### src/hdl/lecp_pkg.sv
package lecp_pkg;

    // Angle accumulator: units of 2^-20 degree
    localparam int ZFRAC        = 20;
    localparam int Z_W          = 30;
    localparam int CORDIC_STEPS = 24;

    // Vector prescale before the rotation steps, and headroom for the gain
    localparam int PRESCALE  = 24;
    localparam int XY_GROWTH = 2;

    typedef logic signed [Z_W-1:0] angle_acc_t;

    // atan(2^-i) in 2^-20 degree, rounded to nearest
    localparam angle_acc_t ATAN_UNITS [CORDIC_STEPS] = '{
        angle_acc_t'(47185920), angle_acc_t'(27855475), angle_acc_t'(14718068),
        angle_acc_t'(7471121),  angle_acc_t'(3750058),  angle_acc_t'(1876857),
        angle_acc_t'(938658),   angle_acc_t'(469357),   angle_acc_t'(234682),
        angle_acc_t'(117342),   angle_acc_t'(58671),    angle_acc_t'(29335),
        angle_acc_t'(14668),    angle_acc_t'(7334),     angle_acc_t'(3667),
        angle_acc_t'(1833),     angle_acc_t'(917),      angle_acc_t'(458),
        angle_acc_t'(229),      angle_acc_t'(115),      angle_acc_t'(57),
        angle_acc_t'(29),       angle_acc_t'(14),       angle_acc_t'(7)
    };

    localparam angle_acc_t QUARTER_TURN = angle_acc_t'(90 * 2**ZFRAC);

    // Where the final angle comes from
    typedef enum logic [2:0] {
        ANG_CORDIC,
        ANG_ZERO,
        ANG_HALF_TURN,
        ANG_UP,
        ANG_DOWN
    } angle_sel_t;

    typedef struct packed {
        logic       degenerate;
        angle_sel_t angle_sel;
    } seg_flags_t;

endpackage

### src/hdl/lecp_front.sv
module lecp_front #(
    parameter int CW = 16
) (
    input  logic                 clk,
    input  logic                 rst_n,
    input  logic                 advance,
    input  logic                 in_valid,
    input  logic signed [CW-1:0] start_x,
    input  logic signed [CW-1:0] start_y,
    input  logic signed [CW-1:0] end_x,
    input  logic signed [CW-1:0] end_y,
    output logic                 out_valid,
    output logic [2*CW+1:0]      out_rad,
    output logic [3*(CW+1)+CW+lecp_pkg::Z_W+$bits(lecp_pkg::seg_flags_t)-1:0] out_rest
);

    localparam int RAD_W  = 2 * CW + 2;
    localparam int REST_W = 3 * (CW + 1) + CW + lecp_pkg::Z_W + $bits(lecp_pkg::seg_flags_t);

    logic signed [CW:0]   dx, dy, neg_dx, neg_dy, sum_x, sum_y, sum_y_adj, cx, cy;
    logic [CW-1:0]        ax, ay;
    logic signed [CW-1:0] mid_y;
    lecp_pkg::angle_acc_t z0;
    lecp_pkg::seg_flags_t flags;
    logic [REST_W-1:0]    rest_a;

    logic                 vld_a_reg, vld_b_reg, vld_c_reg;
    logic [CW-1:0]        ax_reg, ay_reg;
    logic [2*CW-1:0]      sq_x_reg, sq_y_reg;
    logic [RAD_W-1:0]     rad_reg;
    logic [REST_W-1:0]    rest_a_reg, rest_b_reg, rest_c_reg;

    // Differences, sums, magnitudes and the half-plane fold
    always_comb
    begin
        dx        = {end_x[CW-1], end_x} - {start_x[CW-1], start_x};
        dy        = {end_y[CW-1], end_y} - {start_y[CW-1], start_y};
        neg_dx    = -dx;
        neg_dy    = -dy;
        sum_x     = {start_x[CW-1], start_x} + {end_x[CW-1], end_x};
        sum_y     = {start_y[CW-1], start_y} + {end_y[CW-1], end_y};
        sum_y_adj = sum_y + {{CW{1'b0}}, sum_y[CW]};
        mid_y     = sum_y_adj[CW:1];
        ax        = dx[CW] ? neg_dx[CW-1:0] : dx[CW-1:0];
        ay        = dy[CW] ? neg_dy[CW-1:0] : dy[CW-1:0];

        flags.degenerate = (dx == '0) && (dy == '0);
        if (dy == '0)
        begin
            flags.angle_sel = dx[CW] ? lecp_pkg::ANG_HALF_TURN : lecp_pkg::ANG_ZERO;
        end
        else if (dx == '0)
        begin
            flags.angle_sel = dy[CW] ? lecp_pkg::ANG_DOWN : lecp_pkg::ANG_UP;
        end
        else
        begin
            flags.angle_sel = lecp_pkg::ANG_CORDIC;
        end

        if (dx[CW] && !dy[CW])
        begin
            cx = dy;
            cy = neg_dx;
            z0 = lecp_pkg::QUARTER_TURN;
        end
        else if (dx[CW])
        begin
            cx = neg_dy;
            cy = dx;
            z0 = -lecp_pkg::QUARTER_TURN;
        end
        else
        begin
            cx = dx;
            cy = dy;
            z0 = '0;
        end

        rest_a = {cx, cy, z0, sum_x, mid_y, flags};
    end

    // Valid bits of the three stages
    always_ff @(posedge clk or negedge rst_n)
    begin
        if (!rst_n)
        begin
            vld_a_reg <= 1'b0;
            vld_b_reg <= 1'b0;
            vld_c_reg <= 1'b0;
        end
        else if (advance)
        begin
            vld_a_reg <= in_valid;
            vld_b_reg <= vld_a_reg;
            vld_c_reg <= vld_b_reg;
        end
    end

    // Stage A: operands; stage B: squares; stage C: radicand
    always_ff @(posedge clk)
    begin
        if (advance)
        begin
            ax_reg     <= ax;
            ay_reg     <= ay;
            rest_a_reg <= rest_a;
            sq_x_reg   <= ax_reg * ax_reg;
            sq_y_reg   <= ay_reg * ay_reg;
            rest_b_reg <= rest_a_reg;
            rad_reg    <= RAD_W'(sq_x_reg) + RAD_W'(sq_y_reg);
            rest_c_reg <= rest_b_reg;
        end
    end

    assign out_valid = vld_c_reg;
    assign out_rad   = rad_reg;
    assign out_rest  = rest_c_reg;

endmodule

### config.mk
export PLATFORM = sky130hd
export DESIGN_NAME = lecp_front
export DESIGN_NICKNAME = d
export VERILOG_FILES = /design/src/hdl/lecp_pkg.sv /design/src/hdl/lecp_front.sv
export SDC_FILE = /design/constraint.sdc
export NUM_CORES = 1
export LEC_CHECK = 0
export BUFFER_PORTS_ARGS = -buffer_cell sky130_fd_sc_hd__buf_2
export CAP_MARGIN = 20
export CORE_MARGIN = 1
export CORE_UTILIZATION = 35
export CTS_CLUSTER_DIAMETER = 60
export DETAILED_ROUTE_END_ITERATION = 16
export SYNTH_ARGS = -nofsm -noshare
export SYNTH_HDL_FRONTEND = slang
export SYNTH_SLANG_ARGS = --single-unit
### constraint.sdc
create_clock -name clk -period 19.9 [get_ports clk]
set_input_delay 3.98 -clock clk [delete_from_list [all_inputs] [get_ports clk]]
set_output_delay 3.98 -clock clk [all_outputs]
set_load 0.02 [all_outputs]
==> flow_metrics.py <==
metrics = {
    "run_status": {
        "status": "finished, violations left",
        "violations": "design-rule violations",
    },
    "clocking": {
        "insertion_delay_ps": 600,
        "cts_setup_buffers": 0,
        "cts.path.max_buffers": 3,
        "cts_tree": "yes",
        "clk_pin_slew_worst_paths_ps": 60,
        "clock_tree.root_cell": "clkbuf_16",
        "htreeDepth": 2,
        "clock_sinks": 350,
        "ctsResizeCount": 0,
        "cts_hold_buf": 0,
        "cts_made_buffers": 45,
    },
    "routing": {
        "wl_mm": 69.06,
        "drt-vias-per-instance": 4.814,
        "vias": 20628,
        "drtIter0Drc": 1126,
        "drc_errors": 14,
        "ant_nets": 0,
        "first_pass_iters": 12,
        "wire_per_inst_um": 16.12,
    },
    "yosys": {
        "yosysUniqueCellTypes": 89,
        "syn_inst": 2923,
        "seq_area_frac_synth": 0.3330,
        "synth-simple-area-share": 0.09797,
        "synthAdderAreaFrac": 0.3294,
        "yosys_warnings": 0,
        "synthXorXnorAreaFrac": 0.05522,
        "synth_compound_area_frac": 0.08745,
        "synth_top_family_by_area": "adder cells",
        "synthArstFlopShare": 0.008571,
        "ys_seq_elements": 350,
        "synthMuxAreaShare": 0.007860,
        "synth_edf_count": 347,
        "synth_area_um2": 31520,
        "synthFlopType": "edfxtp_1",
        "syn_area_per_cell_um2": 10.78,
    },
    "final_layout": {
        "seq_area_um2": 10500,
        "fill_cells": 8687,
        "drive_gt1_frac": 0.1058,
        "mostFrequentLayoutCell": "inv_1",
        "mostFrequentLayoutCells": "inv_1, edfxtp_1, fa_1, ha_1, nand2_1",
        "synthToLayoutAreaGrowth_pct": 11.13,
        "multi_input_area_um2": 18300,
        "nNetsFinal": 3784,
    },
    "critical_path": {
        "rrSetupSlack_ps": 12570,
        "reg2reg_depth": 21,
        "worstSetupEndpointType": "flip-flop",
        "crit_required_ps": 20240,
        "arrival_ps": 7730,
        "worst_r2r_endpoint": "sq_x_reg[31]",
        "critPathMaxFanout": 40,
        "r2r-start": "ax_reg[3]",
        "cp-start-kind": "input port",
        "critPathKind": "in -> reg",
    },
    "floorplan": {
        "die_y_um": 302.1,
        "ios": 204,
        "rows": 109,
        "start_util": 0.3550,
        "core_area_um2": 88780,
        "die_area_um2": 91260,
        "die_w_um": 302.1,
    },
    "global_route": {
        "overflow": 0,
        "grt_max_degree": 145,
        "antenna_found_initial": 4,
        "grt_pass1_wl_mm": 110.6,
        "grt_pass1_vias": 20938,
        "grt_usage": 0.1540,
    },
    "placed_design": {
        "place.gp.congestion": 0.8383,
        "hpwl_mm": 54.45,
        "portBuffers": 181,
    },
    "sta": {
        "max_freq_mhz": 135.4,
        "period_share": 0.3711,
        "drv_slew": 0,
        "relSlewSlack": 0.3158,
        "whs_ps": 412.5,
        "period_needed_ps": 7384,
        "hold_viol_final": 0,
        "totalNegativeSetupSlack_ps": 0,
        "worst_pin_slew_ps": 1010,
        "setup_viol": 0,
        "skew_ps": 39.25,
        "rsz0062_at_grt": "false",
    },
    "hold_path": {
        "min_to": "out_rest[10]",
        "hp-start": "rest_b_reg[10]",
        "hold_class": "reg -> reg",
        "min_path_cells": 0,
    },
    "flow_run": {
        "cap_violations": 0,
    },
}
per-stage QoR:
| step | worst slack (ps) | std cells | area, um2 | util |
|---|---|---|---|---|
| floorplan | 12660 | 2944 | 31600 | - |
| global placement | 11970 | 4201 | 33550 | 0.3779 |
| detailed placement | 11980 | 4201 | 33550 | 0.3779 |
| CTS | 12580 | 4283 | 35020 | 0.3945 |
| global route | 12100 | 4284 | 35020 | 0.3945 |
| finish | 12520 | 4285 | 35030 | 0.3945 |
critical path: stages:
cell      delay [ps]
buf_2            110
inv_1             50
ha_1             160
inv_1             50
fa_1             430
a211oi_1         350
o21ai_1          220
a221oi_4         400
o211ai_2         140
a21oi_2          180
nand2b_1         120
a22o_1           120
buf_4            360
inv_2            390
ha_1             320
nor2b_1          150
a22o_1           180
Yosys cell counts, types with 52 or more instances:
master,number,area [um2]
edfxtp_1,347,10420
fa_1,328,6566
xor2_1,59,516.8
o21ai_0,52,260.3
a21oi_1,107,535.5
ha_1,305,3816
clkbuf_1,54,202.7
xnor2_1,136,1191
nand2_1,216,810.8
inv_1,596,2237
and2_1,85,531.8
nor2_1,130,488.0
kinds of logic after synthesis:
logic type               Yosys count
AND/OR/NAND/NOR                  626
multiplexers                      23
other                              1
buffers and inverters            704
AO/OA/AOI/OAI                    389
adder cells (fa/ha/maj)          633
XOR/XNOR                         197
flip-flops                       350
worst max-delay path by stage:
stage	start	endpoint	slack, ps	cells after the start
after floorplan	end_x[0]	rest_a_reg[2]	12660	14
after global placement	end_x[0]	rest_a_reg[0]	11970	17
after detailed placement	end_x[0]	rest_a_reg[1]	11980	17
after CTS	ax_reg[3]	sq_x_reg[31]	12580	21
after global routing	ax_reg[3]	sq_x_reg[31]	12100	21
final	end_x[0]	rest_a_reg[1]	12520	17
cell type report:
type,instances,share of cell area
Antenna cell,2,0.0001429
Inverter,599,0.06419
Tap cell,1165,0.04161
Clock buffer,53,0.03301
Sequential cell,350,0.2996
Multi-Input combinational cell,1890,0.5224
Clock inverter,29,0.009109
Timing Repair Buffer,197,0.02993
metal layers:
| metal | wire length, um | GRT usage | up-vias |
|---|---|---|---|
| li1 | - | - | 9873 |
| met1 | 31350 | 0.2073 | 10249 |
| met2 | 33020 | 0.2605 | 445 |
| met3 | 3737 | 0.02794 | 59 |
| met4 | 937 | 0.02754 | 2 |
| met5 | 13 | 0 | - |
Power is not shown: default switching activity piles up to over one toggle a cycle in this logic, so the estimate is an artifact.
