File: src/hdl/lecp_isqrt.sv
module lecp_isqrt #(
    parameter int N      = 17,
    parameter int SIDE_W = 8
) (
    input  logic              clk,
    input  logic              rst_n,
    input  logic              advance,
    input  logic              in_valid,
    input  logic [2*N-1:0]    in_rad,
    input  logic [SIDE_W-1:0] in_side,
    output logic              out_valid,
    output logic [N-1:0]      out_root,
    output logic              out_exact,
    output logic [SIDE_W-1:0] out_side
);

    logic              vld_reg  [N];
    logic [N+1:0]      rem_reg  [N];
    logic [N-1:0]      root_reg [N];
    logic [2*N-1:0]    rad_reg  [N];
    logic [SIDE_W-1:0] side_reg [N];

    // One root bit per stage, most significant first
    for (genvar k = 0; k < N; k++)
    begin : g_step
        localparam int B = N - 1 - k;

        logic              vld_in;
        logic [N+1:0]      rem_in, rem_sh, trial, rem_next;
        logic [N-1:0]      root_in, root_next;
        logic [2*N-1:0]    rad_in;
        logic [SIDE_W-1:0] side_in;
        logic              fits;

        if (k == 0)
        begin : g_first
            assign vld_in  = in_valid;
            assign rem_in  = '0;
            assign root_in = '0;
            assign rad_in  = in_rad;
            assign side_in = in_side;
        end
        else
        begin : g_chain
            assign vld_in  = vld_reg[k-1];
            assign rem_in  = rem_reg[k-1];
            assign root_in = root_reg[k-1];
            assign rad_in  = rad_reg[k-1];
            assign side_in = side_reg[k-1];
        end

        // Bring down two radicand bits and try the next root bit
        always_comb
        begin
            rem_sh    = {rem_in[N-1:0], rad_in[2*B+1 -: 2]};
            trial     = {root_in, 2'b01};
            fits      = (rem_sh >= trial);
            rem_next  = fits ? (rem_sh - trial) : rem_sh;
            root_next = {root_in[N-2:0], fits};
        end

        always_ff @(posedge clk or negedge rst_n)
        begin
            if (!rst_n)
            begin
                vld_reg[k] <= 1'b0;
            end
            else if (advance)
            begin
                vld_reg[k] <= vld_in;
            end
        end

        always_ff @(posedge clk)
        begin
            if (advance)
            begin
                rem_reg[k]  <= rem_next;
                root_reg[k] <= root_next;
                rad_reg[k]  <= rad_in;
                side_reg[k] <= side_in;
            end
        end
    end

    assign out_valid = vld_reg[N-1];
    assign out_root  = root_reg[N-1];
    assign out_exact = (rem_reg[N-1] == '0);
    assign out_side  = side_reg[N-1];

endmodule

File: config.mk
export PLATFORM = sky130hd
export DESIGN_NAME = lecp_isqrt
export DESIGN_NICKNAME = d
export VERILOG_FILES = /design/src/hdl/lecp_isqrt.sv
export SDC_FILE = /design/constraint.sdc
export NUM_CORES = 1
export LEC_CHECK = 0
export BUFFER_PORTS_ARGS = -buffer_cell sky130_fd_sc_hd__buf_2
export CAP_MARGIN = 20
export CORE_MARGIN = 2
export CORE_UTILIZATION = 48
export CTS_CLUSTER_SIZE = 10
export DETAILED_ROUTE_END_ITERATION = 16
export PLACE_DENSITY = 0.73
export SETUP_SLACK_MARGIN = 0.02
export SLEW_MARGIN = 25
export SYNTH_ARGS = -nofsm -noshare
export SYNTH_HDL_FRONTEND = slang
export SYNTH_SLANG_ARGS = --single-unit
File: constraint.sdc
create_clock -name clk -period 5.3 [get_ports clk]
set_input_delay 1.06 -clock clk [delete_from_list [all_inputs] [get_ports clk]]
set_output_delay 1.06 -clock clk [all_outputs]
set_load 0.05 [all_outputs]
==> results of run 1 <==
[report_power, final]
part	internal, W	leakage (nW)	switching, W
Clock	0.00336	1.34	0.00246
Combinational	0.00138	6.35	0.00175
Sequential	0.00843	8.23	0.000425
[synth_stat cells, drive strengths merged (11+ instances only)]
| cell type | number |
|---|---|
| edfxtp | 834 |
| inv | 216 |
| ha | 172 |
| nor2 | 145 |
| a21oi | 143 |
| nand2 | 131 |
| o21ai | 130 |
| xnor2 | 110 |
| xor2 | 82 |
| mux2 | 69 |
| nor3 | 54 |
| nand3 | 48 |
| a21o | 43 |
| nor4 | 39 |
| o21a | 39 |
| nand2b | 38 |
| or3 | 33 |
| clkbuf | 32 |
| nor2b | 31 |
| nand4 | 23 |
| o211ai | 22 |
| dfrtp | 17 |
| a31oi | 12 |
| mux2i | 11 |
[worst register-to-register path, delay by kind of cell, from the launching register on]
family | cells | cell delay, ns
DFF | 1 | 0.40
adders and majority gates | 1 | 0.36
and+or+nand+nor | 3 | 1.51
AOI/OAI and AO/OA | 3 | 0.89
xor gates and xnor gates | 1 | 0.15
[logic make-up after synthesis]
group,synth area share
XOR/XNOR,0.0454
AND/OR/NAND/NOR,0.0815
other,0.000101
buffers and inverters,0.0262
multiplexers,0.0238
adder cells (fa/ha/maj),0.0578
AO/OA/AOI/OAI,0.0812
flip-flops,0.684
[metrics by stage]
stage / std cells / total power [W] / hold slack, ns / utilization / cell area [µm²]
after floorplan: 2643 / 0.0112 / 0.400 / - / 37200
after global placement: 3730 / 0.0120 / 0.400 / 0.506 / 39000
after detailed placement: 3731 / 0.0121 / 0.405 / 0.506 / 39000
after CTS: 3875 / 0.0180 / 0.274 / 0.542 / 41800
after global routing: 3875 / 0.0187 / 0.302 / 0.542 / 41800
final: 3875 / 0.0178 / 0.308 / 0.542 / 41800
[layout by cell type (no fill, tap or decap), drive strengths merged, types with 10 or more instances in the layout]
cell type and count:
edfxtp 834, inv 217, ha 172, nor2 145
a21oi 143, nand2 131, o21ai 130, clkbuf 128
xnor2 110, buf 88, xor2 82, mux2 69
nor3 54, nand3 48, a21o 43, o21a 39
nor4 39, nand2b 38, or3 33, nor2b 31
nand4 23, o211ai 22, dfrtp 17, clkinv 16
a31oi 12, mux2i 11, o21bai 10, and3 10
or4 10, or2 10
[metal layers]
metal  part of all wire  vias up  track usage  routed length [µm]
li1                   -    10100            -                   -
met5                  0        -            0                   0
met1               0.45    10100        0.214               28400
met4              0.020        0       0.0511                1260
met3              0.049      110       0.0284                3100
met2               0.48      499        0.265               30400
[path summary, 6_finish.rpt]
path / startpoint / endpoint / cells past startpoint
min: rst_n / g_step[2].vld_in$_DFFE_PN0P_ / 1
max in group asynchronous: rst_n / g_step[14].vld_in$_DFFE_PN0P_ / 1
min in group clk: rad_reg[0][155]$_DFFE_PP_ / rad_reg[0][189]$_DFFE_PP_ / 0
max: rem_reg[0][95]$_DFFE_PP_ / rem_reg[0][127]$_DFFE_PP_ / 8
max reg2reg: rem_reg[0][95]$_DFFE_PP_ / rem_reg[0][127]$_DFFE_PP_ / 8
min reg2reg: rad_reg[0][155]$_DFFE_PP_ / rad_reg[0][189]$_DFFE_PP_ / 0
[final cells by class]
type                    instances  area share
clock inverters                16     0.00539
flip-flops and latches        851       0.609
repair buffers                 88      0.0144
clock buffers                 128      0.0611
inverters                     217      0.0195
multi-input cells            1535       0.259
well taps                    1040      0.0311
==> flow_summary_export.csv, run 1 <==
group,metric,value,unit
drt,viasPerCell,5.38,
cells_and_area,largest_reg_flops,273,
floorplanning,fp-row-count,102,
timing,setup_slack,1.73,ns
timing,hold_viol_final,0,
drt,vias,20800,
drt,final_antenna_net_count,0,
floorplanning,io_pins,73,
worst_setup_path,max_stage_delay,0.79,ns
synthesis,synth-edff-count,834,
cts,clock-root-buffer,"clkbuf_16",
timing,fin_crit_sh,0.673,
floorplanning,initial_core_util,0.483,
synthesis,ys_warn_count,0,
drt,finalWirelength,63.1,mm
min_path,hp-class,"in -> async",
drt,post_drt_wl_per_cell,16.3,µm
cells_and_area,drive_gt1_frac,0.102,
drt,drtPass1Iterations,5,
synthesis,synth_ff_type,"edfxtp_1",
cells_and_area,syn2layout_area_growth,12.2,%
timing,fin_skew,0.0512,ns
synthesis,post_synth.cell_area_avg,14.1,µm²
synthesis,synth_area_leader_cell,"edfxtp_1",
synthesis,synth_seq_area_share,0.684,
synthesis,synth_area_leaders,"edfxtp_1, ha_1, xnor2_1",
synthesis,synth_async_sr_flop_share,0.0200,
drt,drc,0,
floorplanning,die_x,283,µm
timing,tightest_slew,0.914,ns
cts,cts.repair.resized,0,
run,cap_violations,0,
worst_setup_path,cp_num_buf_inv,0,
worst_setup_path,cp_top_family,"simple AND/OR/NAND/NOR gates",
timing,min_period,3.57,ns
drt,drt-initial-drc-count,1480,
placed_design,place_ws,1.77,ns
run_status,status,"finished, final reports clean",
global_routing,grt_overflow,0,
pwr,max-vdd-ir-drop,0.000328,V
synthesis,syn_nets,2861,
cts,hold_buffers,0,
worst_setup_path,cp_cell_sequence,"ha_1 -> o21a_1 -> nor2_1 -> o221ai_1 -> a211oi_1 -> nand4_1 -> and3_1 -> xor2_1",
cts,cts_made_buffers,97,
worst_setup_path,arrival,3.97,ns
timing,drv_slew,0,
global_routing,grt_pass1_vias,20700,
floorplanning,die-area,0.0798,mm²
floorplanning,dieHeight,283,µm
synthesis,synthCells,2643,
global_routing,antenna_found_initial,0,
pwr,power.leakage,15.9,nW
cts,tritoncts,"yes",
cts,clk_transition_reported_paths,0.05,ns
worst_setup_path,ff2ff_setup_slack,1.73,ns
placed_design,hpwl,43.9,mm
cells_and_area,fillers,6245,
worst_setup_path,cpMaxStageDelayCell,"nand4_1",
timing,rsz0062_at_grt,"false",
floorplanning,core,0.0771,mm²
pwr,powerDensity,426,mW/mm²
timing,setup_viol,0,
worst_setup_path,worstSetupStartpointType,"flip-flop",
cells_and_area,nets,3008,
cells_and_area,seqCellArea,0.0255,mm²
worst_setup_path,critPathKind,"reg -> reg",
global_routing,grt_pass1_wl,103,mm
cells_and_area,antenna-diode-count,0,
cts,post-cts-setup-buffers,0,
cts,clock_path_buffers,3,
synthesis,synth_area,0.0372,mm²
synthesis,synth-seq-cells,851,
synthesis,synth_top_area_share,0.673,
timing,fmax,0.280,GHz
cells_and_area,multiInputGateArea,0.0108,mm²
timing,final.setup.tns,0,ns
worst_setup_path,cp_max_fo,21,
placed_design,place.port_buffers,72,
global_routing,grt_max_degree,107,
cts,clock_latency,0.66,ns
global_routing,track_usage,0.160,
worst_setup_path,cp.required,5.70,ns
placed_design,routabilityCongestion,0.914,
timing,maxSlewHeadroom,0.391,
cts,cts.sinks,851,
cts,htree_levels,3,
synthesis,synthDistinctLibCells,72,
worst_setup_path,crit_path_end_kind,"flip-flop",
Power figures use the tool's default switching activity.
==> run 2, diff against run 1 <==
--- a/config.mk
+++ b/config.mk
@@ -5,13 +5,14 @@
 export SDC_FILE = /design/constraint.sdc
 export NUM_CORES = 1
 export LEC_CHECK = 0
+export ABC_AREA = 1
 export BUFFER_PORTS_ARGS = -buffer_cell sky130_fd_sc_hd__buf_2
 export CAP_MARGIN = 20
 export CORE_MARGIN = 2
 export CORE_UTILIZATION = 48
 export CTS_CLUSTER_SIZE = 10
 export DETAILED_ROUTE_END_ITERATION = 16
-export PLACE_DENSITY = 0.73
+export PLACE_DENSITY = 0.75
 export SETUP_SLACK_MARGIN = 0.02
 export SLEW_MARGIN = 25
 export SYNTH_ARGS = -nofsm -noshare
==> constraint.sdc (replaced) <==
create_clock -name clk -period 2.85 [get_ports clk]
set_input_delay 0.57 -clock clk [delete_from_list [all_inputs] [get_ports clk]]
set_output_delay 0.57 -clock clk [all_outputs]
set_load 0.05 [all_outputs]
==> run 2 against run 1 <==
  * Power is 88% higher
  * Global-route usage is 2.0 points higher
  * Die area is 8.4% higher
  * Largest power group unchanged
==> flow_summary_export.csv, run 2 <==
group,metric,value,unit
synthesis,synth_area,0.0404,mm²
worst_setup_path,cp_max_fo,19,
pwr,comb_power_share,0.186,
worst_setup_path,cp_num_buf_inv,0,
cts,clock-root-buffer,"clkbuf_16",
drt,m1WireLength,34.5,mm
synthesis,ys_warn_count,0,
worst_setup_path,cp.required,3.25,ns
cells_and_area,final_common_cell,"nand2_1",
pwr,power_frac_seq,0.482,
pwr,p_total,0.0335,W
worst_setup_path,critPathKind,"reg -> reg",
worst_setup_path,cp_top_family,"compound AO/OA/AOI/OAI gates",
floorplanning,fp-row-count,106,
cts,clk_transition_reported_paths,0.06,ns
cts,cts_made_buffers,98,
pwr,netSwitchingFraction,0.282,
drt,post_drt_wl_per_cell,14.9,µm
placed_design,place_ws,0.184,ns
synthesis,syn_nets,4117,
cells_and_area,nets,4301,
global_routing,grt_pass1_wl,125,mm
synthesis,synth_area_leader_cell,"edfxtp_1",
timing,drv_slew,0,
pwr,powerDensity,740,mW/mm²
cells_and_area,syn2layout_area_growth,11.9,%
drt,vias,26400,
timing,min_period,2.59,ns
timing,tightest_slew,0.929,ns
floorplanning,io_pins,73,
pwr,clkPwrFrac,0.332,
pwr,p_sw,0.00945,W
synthesis,synth_top_area_share,0.620,
synthesis,synthCells,3899,
timing,setup_slack,0.263,ns
timing,fin_skew,0.0401,ns
worst_setup_path,crit_top_cell,"nand2_1",
worst_setup_path,max_stage_delay,0.78,ns
synthesis,netlist_top_cells_count,"nand2_1, edfxtp_1, inv_1",
worst_setup_path,cp_cell_sequence,"ha_1 -> nand2_1 -> nor3_1 -> a31oi_2 -> nand2_4 -> nand2_1 -> nand2_1",
synthesis,synth-seq-cells,851,
synthesis,synthDistinctLibCells,51,
cells_and_area,drive_gt1_frac,0.0809,
synthesis,post-synth-top-count-cell,"nand2_1",
drt,drt-initial-drc-count,1940,
min_path,hp-class,"in -> reg",
synthesis,post_synth.cell_area_avg,10.4,µm²
floorplanning,dieHeight,294,µm
timing,setup_viol,0,
worst_setup_path,cpMaxStageDelayCell,"a31oi_2",
drt,wl_met3,3.70,mm
drt,wl_met2,36.9,mm
synthesis,synth_ff_type,"edfxtp_1",
cells_and_area,largest_reg_flops,273,
global_routing,grt_pass1_vias,25400,
cts,clock_path_buffers,3,
drt,final_antenna_net_count,0,
cts,tritoncts,"yes",
placed_design,routabilityCongestion,0.894,
drt,viasPerCell,5.07,
synthesis,synth_seq_area_share,0.630,
pwr,intPower,0.0240,W
timing,rsz0062_at_grt,"false",
pwr,max-vdd-ir-drop,0.000555,V
pwr,power.leakage,19.9,nW
worst_setup_path,worstSetupStartpointType,"flip-flop",
timing,maxSlewHeadroom,0.379,
synthesis,synth_area_leaders,"edfxtp_1, nand2_1, ha_1",
worst_setup_path,arrival,2.99,ns
cts,cts.sinks,851,
floorplanning,core,0.0836,mm²
cells_and_area,final_cell_mix,"nand2_1, edfxtp_1, inv_1",
floorplanning,die-area,0.0865,mm²
global_routing,grt_max_degree,102,
drt,finalWirelength,77.4,mm
timing,fmax,0.387,GHz
synthesis,synth_async_sr_flop_share,0.0200,
global_routing,grt_overflow,0,
cts,htree_levels,3,
cts,clock_latency,0.65,ns
timing,hold_viol_final,0,
run_status,status,"finished, final reports clean",
floorplanning,initial_core_util,0.484,
drt,drtPass1Iterations,6,
cells_and_area,fillers,7239,
floorplanning,die_x,294,µm
drt,drc,0,
global_routing,track_usage,0.180,
global_routing,antenna_found_initial,0,
run,cap_violations,0,
cells_and_area,antenna-diode-count,0,
placed_design,place.port_buffers,72,
drt,top_layer,"met4",
cts,post-cts-setup-buffers,0,
synthesis,synth-edff-count,834,
timing,fin_crit_sh,0.908,
placed_design,hpwl,56.0,mm
worst_setup_path,crit_path_end_kind,"flip-flop",
## run 2: path summary, 6_finish.rpt
path,endpoint,slack (ns),from,depth (start not counted)
worst min-delay path,side_reg[0][0]$_DFFE_PP_,0.08,in_side[0],1
worst max-delay path,rem_reg[1][135]$_DFFE_PP_,0.26,rem_reg[1][115]$_DFFE_PP_,7
worst min register to register,rad_reg[0][41]$_DFFE_PP_,0.41,rad_reg[0][7]$_DFFE_PP_,0
min in group asynchronous,out_valid$_DFFE_PN0P_,0.39,rst_n,2
worst max register to register,rem_reg[1][135]$_DFFE_PP_,0.26,rem_reg[1][115]$_DFFE_PP_,7
max in group asynchronous,g_step[6].vld_in$_DFFE_PN0P_,2.16,rst_n,2
## run 2: cell type report
type	instances	area, µm²	area share
inverter	588	2210	0.0488
sequential	851	25500	0.563
timing repair buffer	121	878	0.0194
multi-input combinational	2423	12500	0.277
tap	1080	1350	0.0299
clock inverter	16	178	0.00393
clock buffer	131	2620	0.0579
## run 2: cells by family (layout without fill, tap and decap cells)
family | Yosys count | count (layout) | share of synthesized area
AND/OR/NAND/NOR | 1824 | 1824 | 0.190
multiplexers | 1 | 1 | 0.000279
adder cells (fa/ha/maj) | 172 | 172 | 0.0533
buffers and inverters | 625 | 856 | 0.0605
flip-flops | 851 | 851 | 0.630
other | 1 | 1 | 0.0000928
AO/OA/AOI/OAI | 313 | 313 | 0.0414
XOR/XNOR | 112 | 112 | 0.0243
## run 2: timing repair
action,4_1_cts,5_1_grt
endpoints found under the hold margin,17,0
endpoints found under the setup margin,0,11
hold buffers,1,0
resized for setup,0,1
## run 2: layer usage
metal	up-vias	track usage
met3	157	0.0282
met4	0	0.0632
met5	-	0
met1	12200	0.237
met2	660	0.302
li1	13300	-
## run 2: power groups by stage
stage | clock (W) | sequential, W | combinational, W
floorplan | 0 | 0.0162 | 0.00448
global placement | 0 | 0.0163 | 0.00606
detailed placement | 0 | 0.0164 | 0.00615
CTS | 0.0114 | 0.0161 | 0.00619
global route | 0.0119 | 0.0163 | 0.00713
finish | 0.0111 | 0.0161 | 0.00623
## run 2: through the flow
stage                     utilization  area [µm²]  TNS, ns  hold slack (ns)  cells
final                           0.541       45200        0           0.0820   5210
after global placement          0.507       42400   -0.640            0.400   5062
after CTS                       0.541       45200        0           0.0405   5210
after detailed placement        0.507       42400        0            0.405   5062
after floorplan                     -       40400        0            0.274   3899
after global routing            0.541       45200        0           0.0460   5210
